--- src/sv/tga_pkg.sv ---
package tga_pkg;

	localparam int PIXEL_COUNT_BITS = 24;
	localparam int CNT_W = 25;
	localparam logic [32:0] COUNT_CAP = 33'(1) << PIXEL_COUNT_BITS;

	localparam int QUEUE_DEPTH = 2;
	localparam int QPTR_W = (QUEUE_DEPTH > 1) ? $clog2(QUEUE_DEPTH) : 1;
	localparam int QCNT_W = $clog2(QUEUE_DEPTH + 1);

	localparam logic [1:0] REG_BYTES_PER_PIXEL = 2'd0;
	localparam logic [1:0] REG_PIXEL_COUNT = 2'd1;
	localparam logic [1:0] REG_COMPRESSED = 2'd2;

	localparam logic [7:0] HDR_RUN_BIT = 8'd128;
	localparam logic [7:0] RUN_BIAS = 8'd127;

	typedef struct packed {
		logic bpp4;
		logic compressed;
		logic [CNT_W-1:0] total;
	} cfg_t;

	typedef struct packed {
		logic [7:0] red;
		logic [7:0] green;
		logic [7:0] blue;
		logic [7:0] alpha;
		logic [7:0] want;
		logic is_run;
	} pix_entry_t;

endpackage

--- src/sv/tga_in_if.sv ---
interface tga_in_if;
	logic valid;
	logic ready;
	logic [7:0] data_byte;

	modport source (output valid, output data_byte, input ready);
	modport sink (input valid, input data_byte, output ready);
endinterface

--- src/sv/tga_out_if.sv ---
interface tga_out_if;
	logic valid;
	logic ready;
	logic [7:0] red;
	logic [7:0] green;
	logic [7:0] blue;
	logic [7:0] alpha;
	logic [7:0] run_length;
	logic image_done;
	logic overrun;

	modport source (output valid, output red, output green, output blue, output alpha,
		output run_length, output image_done, output overrun, input ready);
	modport sink (input valid, input red, input green, input blue, input alpha,
		input run_length, input image_done, input overrun, output ready);
endinterface

--- src/sv/tga_cfg_if.sv ---
interface tga_cfg_if;
	logic valid;
	logic ready;
	logic [1:0] index;
	logic [24:0] data;

	modport source (output valid, output index, output data, input ready);
	modport sink (input valid, input index, input data, output ready);
endinterface

--- src/sv/tga_front.sv ---
module tga_front (
	input logic clk,
	input logic arst_n,
	input tga_pkg::cfg_t cfg,
	tga_in_if.sink bytes,
	input logic full,
	output logic push,
	output tga_pkg::pix_entry_t push_data
);

	logic expect_header_q;
	logic packet_is_run_q;
	logic [7:0] packet_left_q;
	logic [1:0] byte_slot_q;
	logic [23:0] pixel_bytes_q;

	logic take;
	logic hdr;
	logic last;
	logic [2:0] bpp;
	logic [7:0] b;
	logic [7:0] want;

	assign bytes.ready = !full;
	assign take = bytes.valid && !full;
	assign b = bytes.data_byte;
	assign bpp = cfg.bpp4 ? 3'd4 : 3'd3;
	assign hdr = cfg.compressed && expect_header_q;
	assign last = ({1'b0, byte_slot_q} + 3'd1) >= bpp;

	always_comb begin
		if (!cfg.compressed) begin
			want = 8'd1;
		end else if (packet_left_q == 8'd0) begin
			want = 8'd1;
		end else begin
			want = packet_left_q;
		end
		push_data.blue = pixel_bytes_q[7:0];
		push_data.green = pixel_bytes_q[15:8];
		push_data.red = cfg.bpp4 ? pixel_bytes_q[23:16] : b;
		push_data.alpha = cfg.bpp4 ? b : 8'd0;
		push_data.want = want;
		push_data.is_run = cfg.compressed && packet_is_run_q;
	end

	assign push = take && !hdr && last;

	always_ff @(posedge clk or negedge arst_n) begin
		if (!arst_n) begin
			expect_header_q <= 1'b1;
			packet_is_run_q <= 1'b0;
			packet_left_q <= '0;
			byte_slot_q <= '0;
			pixel_bytes_q <= '0;
		end else if (take) begin
			if (hdr) begin
				if (b < tga_pkg::HDR_RUN_BIT) begin
					packet_is_run_q <= 1'b0;
					packet_left_q <= b + 8'd1;
				end else begin
					packet_is_run_q <= 1'b1;
					packet_left_q <= b - tga_pkg::RUN_BIAS;
				end
				expect_header_q <= 1'b0;
				byte_slot_q <= '0;
			end else if (!last) begin
				case (byte_slot_q)
					2'd0: pixel_bytes_q[7:0] <= b;
					2'd1: pixel_bytes_q[15:8] <= b;
					2'd2: pixel_bytes_q[23:16] <= b;
					default: pixel_bytes_q <= pixel_bytes_q;
				endcase
				byte_slot_q <= byte_slot_q + 2'd1;
			end else begin
				byte_slot_q <= '0;
				if (cfg.compressed) begin
					if (packet_is_run_q) begin
						packet_left_q <= '0;
						expect_header_q <= 1'b1;
					end else begin
						packet_left_q <= want - 8'd1;
						if (want == 8'd1) begin
							expect_header_q <= 1'b1;
						end
					end
				end
			end
		end
	end

endmodule

--- src/sv/tga_queue.sv ---
module tga_queue (
	input logic clk,
	input logic arst_n,
	input logic push,
	input tga_pkg::pix_entry_t push_data,
	output logic full,
	input logic pop,
	output tga_pkg::pix_entry_t pop_data,
	output logic empty
);

	tga_pkg::pix_entry_t mem_q [tga_pkg::QUEUE_DEPTH];
	logic [tga_pkg::QPTR_W-1:0] wr_ptr_q;
	logic [tga_pkg::QPTR_W-1:0] rd_ptr_q;
	logic [tga_pkg::QCNT_W-1:0] count_q;

	localparam logic [tga_pkg::QCNT_W-1:0] DEPTH_C = tga_pkg::QCNT_W'(tga_pkg::QUEUE_DEPTH);
	localparam logic [tga_pkg::QPTR_W-1:0] LAST_C = tga_pkg::QPTR_W'(tga_pkg::QUEUE_DEPTH - 1);

	assign full = count_q == DEPTH_C;
	assign empty = count_q == '0;
	assign pop_data = mem_q[rd_ptr_q];

	always_ff @(posedge clk) begin
		if (push) begin
			mem_q[wr_ptr_q] <= push_data;
		end
	end

	always_ff @(posedge clk or negedge arst_n) begin
		if (!arst_n) begin
			wr_ptr_q <= '0;
			rd_ptr_q <= '0;
			count_q <= '0;
		end else begin
			if (push) begin
				wr_ptr_q <= (wr_ptr_q == LAST_C) ? '0 : wr_ptr_q + 1'b1;
			end
			if (pop) begin
				rd_ptr_q <= (rd_ptr_q == LAST_C) ? '0 : rd_ptr_q + 1'b1;
			end
			if (push && !pop) begin
				count_q <= count_q + 1'b1;
			end else if (pop && !push) begin
				count_q <= count_q - 1'b1;
			end
		end
	end

endmodule

--- src/sv/tga_back.sv ---
module tga_back (
	input logic clk,
	input logic arst_n,
	input tga_pkg::cfg_t cfg,
	input logic empty,
	input tga_pkg::pix_entry_t pop_data,
	output logic pop,
	tga_out_if.source pixels
);

	logic [tga_pkg::CNT_W-1:0] done_q;
	logic finished_q;
	logic out_valid_q;

	logic [tga_pkg::CNT_W-1:0] rem;
	logic [tga_pkg::CNT_W-1:0] done_n;
	logic ge;
	logic big;
	logic over;
	logic fin;
	logic load;
	logic [7:0] run;

	always_comb begin
		ge = done_q >= cfg.total;
		rem = ge ? tga_pkg::CNT_W'(1) : cfg.total - done_q;
		big = tga_pkg::CNT_W'(pop_data.want) > rem;
		over = ge || big;
		if (!pop_data.is_run) begin
			run = 8'd1;
		end else if (big) begin
			run = rem[7:0];
		end else begin
			run = pop_data.want;
		end
		done_n = done_q + tga_pkg::CNT_W'(run);
		fin = (done_n >= cfg.total) || over;
	end

	assign pop = !empty && (finished_q || !out_valid_q || pixels.ready);
	assign load = pop && !finished_q;
	assign pixels.valid = out_valid_q;

	always_ff @(posedge clk or negedge arst_n) begin
		if (!arst_n) begin
			done_q <= '0;
			finished_q <= 1'b0;
			out_valid_q <= 1'b0;
		end else begin
			if (load) begin
				done_q <= done_n;
				finished_q <= fin;
				out_valid_q <= 1'b1;
			end else if (pixels.ready) begin
				out_valid_q <= 1'b0;
			end
		end
	end

	always_ff @(posedge clk) begin
		if (load) begin
			pixels.red <= pop_data.red;
			pixels.green <= pop_data.green;
			pixels.blue <= pop_data.blue;
			pixels.alpha <= pop_data.alpha;
			pixels.run_length <= run;
			pixels.image_done <= fin;
			pixels.overrun <= over;
		end
	end

	a_run_nonzero: assert property (@(posedge clk) disable iff (!arst_n)
		pixels.valid |-> pixels.run_length != 8'd0)
		else $error("zero run length on output");

	a_overrun_ends: assert property (@(posedge clk) disable iff (!arst_n)
		pixels.valid && pixels.overrun |-> pixels.image_done)
		else $error("overrun without image done");

	a_done_frozen: assert property (@(posedge clk) disable iff (!arst_n)
		finished_q |=> $stable(done_q) && finished_q)
		else $error("pixel count moved after image finished");

	a_open_below_total: assert property (@(posedge clk) disable iff (!arst_n)
		pixels.valid && !pixels.image_done |-> done_q < cfg.total)
		else $error("image not flagged done at total");

endmodule

--- src/sv/tga_rle_pixel_decoder_core.sv ---
// TGA run-length pixel decoder.
// bytes: one image-data byte per word (data_byte). In compressed mode each
//   packet opens with a header byte; pixel bytes come as B,G,R(,A).
// pixels: one word per decoded pixel or run: red, green, blue, alpha,
//   run_length, image_done, overrun. A run is one word, not repeated.
// cfg: register writes (index 0 bytes_per_pixel, 1 pixel_count,
//   2 compressed). Always ready; write only while the decoder is idle.
// Throughput: one byte per cycle while the queue is not full. A pixel is
//   written into the queue when its last byte is taken, and the back end
//   then loads it into the output register. The front end tracks packets
//   and assembles pixels, a two-word queue hands them to the back end, which
//   counts pixels against the total and owns the output register.
// When pixels stalls, the queue fills and bytes.ready drops after two more
//   pixels; header and inner pixel bytes keep flowing until then.
// Once the image is done, further bytes are accepted and dropped.
// Reset: bytes_per_pixel 3, pixel_count 1, compressed 1, queue empty,
//   decoder waiting for a packet header.
module tga_rle_pixel_decoder_core (
	input logic clk,
	input logic arst_n,
	tga_in_if.sink bytes,
	tga_out_if.source pixels,
	tga_cfg_if.sink cfg
);

	tga_pkg::cfg_t cfg_q;
	tga_pkg::pix_entry_t push_data;
	tga_pkg::pix_entry_t pop_data;
	logic push;
	logic pop;
	logic full;
	logic empty;
	logic [tga_pkg::CNT_W-1:0] total;

	assign cfg.ready = 1'b1;

	always_comb begin
		if (cfg.data == '0) begin
			total = tga_pkg::CNT_W'(1);
		end else if ({8'd0, cfg.data} > tga_pkg::COUNT_CAP) begin
			total = tga_pkg::COUNT_CAP[tga_pkg::CNT_W-1:0];
		end else begin
			total = cfg.data;
		end
	end

	always_ff @(posedge clk or negedge arst_n) begin
		if (!arst_n) begin
			cfg_q.bpp4 <= 1'b0;
			cfg_q.compressed <= 1'b1;
			cfg_q.total <= tga_pkg::CNT_W'(1);
		end else if (cfg.valid) begin
			case (cfg.index)
				tga_pkg::REG_BYTES_PER_PIXEL: cfg_q.bpp4 <= cfg.data[2:0] == 3'd4;
				tga_pkg::REG_PIXEL_COUNT: cfg_q.total <= total;
				tga_pkg::REG_COMPRESSED: cfg_q.compressed <= cfg.data[0];
				default: cfg_q <= cfg_q;
			endcase
		end
	end

	tga_front u_front (
		.clk(clk),
		.arst_n(arst_n),
		.cfg(cfg_q),
		.bytes(bytes),
		.full(full),
		.push(push),
		.push_data(push_data)
	);

	tga_queue u_queue (
		.clk(clk),
		.arst_n(arst_n),
		.push(push),
		.push_data(push_data),
		.full(full),
		.pop(pop),
		.pop_data(pop_data),
		.empty(empty)
	);

	tga_back u_back (
		.clk(clk),
		.arst_n(arst_n),
		.cfg(cfg_q),
		.empty(empty),
		.pop_data(pop_data),
		.pop(pop),
		.pixels(pixels)
	);

endmodule
--- src/flat_wrapper.sv ---
// flat-port wrapper written by rule: the top's interface ports become plain ports
module tga_rle_pixel_decoder_core_flat 
  (clk, arst_n, bytes_valid, bytes_data_byte, bytes_ready, pixels_valid, pixels_red, pixels_green, pixels_blue, pixels_alpha, pixels_run_length, pixels_image_done, pixels_overrun, pixels_ready, cfg_valid, cfg_index, cfg_data, cfg_ready);
  tga_in_if bytes_i ();
  tga_out_if pixels_i ();
  tga_cfg_if cfg_i ();
  input logic clk;
  input logic arst_n;
  input wire logic [$bits(bytes_i.valid)-1:0] bytes_valid;
  input wire logic [$bits(bytes_i.data_byte)-1:0] bytes_data_byte;
  output wire logic [$bits(bytes_i.ready)-1:0] bytes_ready;
  output wire logic [$bits(pixels_i.valid)-1:0] pixels_valid;
  output wire logic [$bits(pixels_i.red)-1:0] pixels_red;
  output wire logic [$bits(pixels_i.green)-1:0] pixels_green;
  output wire logic [$bits(pixels_i.blue)-1:0] pixels_blue;
  output wire logic [$bits(pixels_i.alpha)-1:0] pixels_alpha;
  output wire logic [$bits(pixels_i.run_length)-1:0] pixels_run_length;
  output wire logic [$bits(pixels_i.image_done)-1:0] pixels_image_done;
  output wire logic [$bits(pixels_i.overrun)-1:0] pixels_overrun;
  input wire logic [$bits(pixels_i.ready)-1:0] pixels_ready;
  input wire logic [$bits(cfg_i.valid)-1:0] cfg_valid;
  input wire logic [$bits(cfg_i.index)-1:0] cfg_index;
  input wire logic [$bits(cfg_i.data)-1:0] cfg_data;
  output wire logic [$bits(cfg_i.ready)-1:0] cfg_ready;
  assign bytes_i.valid = bytes_valid;
  assign bytes_i.data_byte = bytes_data_byte;
  assign bytes_ready = bytes_i.ready;
  assign pixels_valid = pixels_i.valid;
  assign pixels_red = pixels_i.red;
  assign pixels_green = pixels_i.green;
  assign pixels_blue = pixels_i.blue;
  assign pixels_alpha = pixels_i.alpha;
  assign pixels_run_length = pixels_i.run_length;
  assign pixels_image_done = pixels_i.image_done;
  assign pixels_overrun = pixels_i.overrun;
  assign pixels_i.ready = pixels_ready;
  assign cfg_i.valid = cfg_valid;
  assign cfg_i.index = cfg_index;
  assign cfg_i.data = cfg_data;
  assign cfg_ready = cfg_i.ready;
  tga_rle_pixel_decoder_core u_core (.clk(clk), .arst_n(arst_n), .bytes(bytes_i), .pixels(pixels_i), .cfg(cfg_i));
endmodule
--- config.mk ---
export PLATFORM = sky130hd
export DESIGN_NAME = tga_rle_pixel_decoder_core_flat
export DESIGN_NICKNAME = d
export VERILOG_FILES = /design/src/sv/tga_pkg.sv /design/src/sv/tga_in_if.sv /design/src/sv/tga_out_if.sv /design/src/sv/tga_cfg_if.sv /design/src/sv/tga_front.sv /design/src/sv/tga_queue.sv /design/src/sv/tga_back.sv /design/src/sv/tga_rle_pixel_decoder_core.sv /design/src/flat_wrapper.sv
export SDC_FILE = /design/constraint.sdc
export NUM_CORES = 1
export LEC_CHECK = 0
export BUFFER_PORTS_ARGS = -buffer_cell sky130_fd_sc_hd__buf_2
export CAP_MARGIN = 15
export CORE_UTILIZATION = 55
export CTS_CLUSTER_SIZE = 8
export DETAILED_ROUTE_END_ITERATION = 10
export GPL_ROUTABILITY_DRIVEN = 0
export GPL_TIMING_DRIVEN = 0
export PLACE_DENSITY = 0.83
export SYNTH_ARGS = -nofsm -noshare
export SYNTH_HDL_FRONTEND = slang
export SYNTH_SLANG_ARGS = --single-unit
export TNS_END_PERCENT = 1
--- constraint.sdc ---
create_clock -name clk -period 7.1 [get_ports clk]
set_input_delay 0.71 -clock clk [delete_from_list [all_inputs] [get_ports clk]]
set_output_delay 0.71 -clock clk [all_outputs]
set_load 0.01 [all_outputs]
==> flow_metrics.tcl <==
set metrics [dict create \
    netlist_area_sq_mm 0.01193 \
    finClkSkew_ns 0.03375 \
    syn-num-nets 1155 \
    place_ws_ns -1.974 \
    drt-initial-drc-count 1054 \
    maxClockFrequency_mhz 127.7 \
    required_ns 7.41 \
    clock_sinks 218 \
    synth.largest_area_cell "edfxtp_1" \
    clock_latency_ns 0.57 \
    drcViolationCount 0 \
    synth_flop_cell "edfxtp_1" \
    run_status "complete, but fails checks" \
    ant_nets 0 \
    min_period_over_period_pct 110.3 \
    antenna_found_initial 0 \
    seq_area_frac_synth_pct 50.95 \
    synthTopCellsByArea "edfxtp_1, dfrtp_1, ha_1" \
    postLayoutCoreUtil_pct 69.42 \
    synth.most_common_cell "edfxtp_1" \
    port_buffers 80 \
    synth_seq_cells 218 \
    slew_violations 0 \
    max_slew_margin_pct 48.79 \
    fin_cells 1505 \
    start_util_pct 56.40 \
    die_h_um 149.3 \
    row_count 53 \
    synth-edff-count 124 \
    wirelength_um 31250 \
    grt_max_degree 50 \
    crit_family "compound AO/OA/AOI/OAI gates" \
    hp-class "primary input to async pin" \
    rsz0062_at_grt "yes" \
    nets 1327 \
    synth_cells 1036 \
    grtUsageTotal_pct 26.92 \
    setup_viol 2 \
    synth_common_cells "edfxtp_1, dfrtp_1, ha_1, mux2_2, inv_1" \
    critPathBufInv 5 \
    hpwlAfterDp_um 19750 \
    drtPass1Iterations 5 \
    cts_root_buf "clkbuf_16" \
    dpl-instance-area_sq_mm 0.01287 \
    h-tree-depth 1 \
    slowest_delay_ns 0.45 \
    cts_tree "yes" \
    p_leak_nw 5.891 \
    fp.dieArea_sq_mm 0.02229 \
    irDropWorstVdd_v 0.0002259 \
    grt_remaining_overflow 0 \
    slowest_stage "dfrtp_2" \
    viasPerCell 6.130 \
    grt_pass1_vias 8837 \
    clockBufferDepth 3 \
    synth_top_area_share_pct 31.21 \
    area_delta_synth_final_pct 23.07 \
    cp-start-kind "flop" \
    ys_async_sr_fraction_pct 43.12 \
    worst_slew_pin_slew_ns 0.7681 \
    finalCriticalPeriod_ns 7.829 \
    critPathArrivalTime_ns 8.14 \
    io-pin-count 85 \
    hold_slack_ns 0.1857 \
    cp-end-kind "flop" \
    grt_pass1_wl_um 46350 \
    drive_above_1_share_pct 29.70 \
    core-area_sq_mm 0.02115 \
    violations "setup timing" \
    synth_cell_types 71 \
    crit_type "flop to flop" \
    wl_per_cell_um 20.77 \
    placedCellCount 1400 \
    fin_ws_ns -0.7286 \
    avgSynthCellArea_sq_um 11.52 \
    maxCapViolCount 0 \
    vias 9226 \
    fin_area_sq_mm 0.01468 \
    hold_violations 0 \
    yosys_warnings 0 \
    path_clk_slew_ns 0.06 \
    die_w_um 149.3 \
    numCtsBuffers 31 \
    powerDensity_mw_per_mm2 330.3 \
    critPathMaxFanout 5 \
]
-- sequential cells by signal, summed over array words and instances, names as in the netlist, 2 cells and up --
name,flops
u_core.u_queue.mem_q,82
u_core.cfg_q,27
u_core.u_back.done_q,25
u_core.u_front.pixel_bytes_q,24
u_core.u_back.pixels.alpha,8
u_core.u_back.pixels.blue,8
u_core.u_back.pixels.green,8
u_core.u_back.pixels.red,8
u_core.u_back.pixels.run_length,8
u_core.u_front.packet_left_q,8
u_core.u_front.byte_slot_q,2
u_core.u_queue.count_q,2
-- final timing paths --
path	endpoint	startpoint	cells after the start	slack (ns)
max in group asynchronous	u_core.u_front.expect_header_q	arst_n	2	6.18
worst max register to register	u_core.u_back.pixels.image_done	u_core.cfg_q[3]	38	-0.73
worst max-delay path	u_core.u_back.pixels.image_done	u_core.cfg_q[3]	38	-0.73
worst min register to register	u_core.u_queue.mem_q[0][30]	u_core.u_front.pixel_bytes_q[13]	0	0.46
min in group clk	u_core.cfg_q[11]	cfg_data[11]	2	0.37
worst min-delay path	u_core.u_front.pixel_bytes_q[11]	arst_n	1	0.19
-- cells in the final DEF (no fill, tap or decap), types with 26 or more instances in the layout --
master / netlist / final
inv_1: 75 / 69
buf_4: 1 / 59
buf_2: 10 / 82
nand2_1: 66 / 61
clkbuf_1: 23 / 41
nor2_1: 46 / 43
nand3_1: 45 / 42
xnor2_1: 53 / 52
dfrtp_1: 91 / 87
mux2_2: 77 / 77
clkbuf_16: 0 / 31
ha_1: 77 / 57
a22o_1: 26 / 26
a21oi_1: 48 / 37
edfxtp_1: 124 / 124
-- per-stage QoR --
step	setup TNS [ns]	total power, W
floorplan	0	0.002833
global placement	-70.21	0.003131
detailed placement	-4.330	0.003229
CTS	-0.7082	0.004739
global route	-1.648	0.005060
finish	-1.379	0.004851
-- final cells by class --
type	count	area (sq um)
multi-input combinational	703	5927
fill	1345	6470
inverter	75	281.5
antenna	1	2.502
buffer	36	211.5
clock buffer	52	854.6
timing repair buffer	143	949.7
sequential	218	6085
tap	275	344.1
clock inverter	2	28.78
-- cells by family after synthesis --
group | share of synthesized area, %
compound gates | 11.95
xor+xnor | 4.625
fa+ha+maj | 8.494
buf+inv | 4.069
flops | 50.95
mux | 8.358
other cells | 0.03143
simple gates | 11.51
-- metal layers --
metal	wire (um)	track usage [%]	vias up
met5	0	0	-
met4	1189	10.00	0
met3	2510	4.526	103
met2	14770	43.12	489
met1	12790	36.81	4475
li1	-	-	4159
-- where the power goes --
part	switching [W]	internal [W]
Clock	0.000529	0.000809
Combinational	0.000930	0.000773
Sequential	0.000138	0.00167
Total	0.00160	0.00325
-- timing repair --
action                                  CTS  global route
hold buffers                              0             0
pin swaps                                22            34
gates resized for setup                  67            33
endpoints found under the setup margin   15             2
buffers inserted                         35            18
cloned                                    1             0
Power figures use the tool's default switching activity.
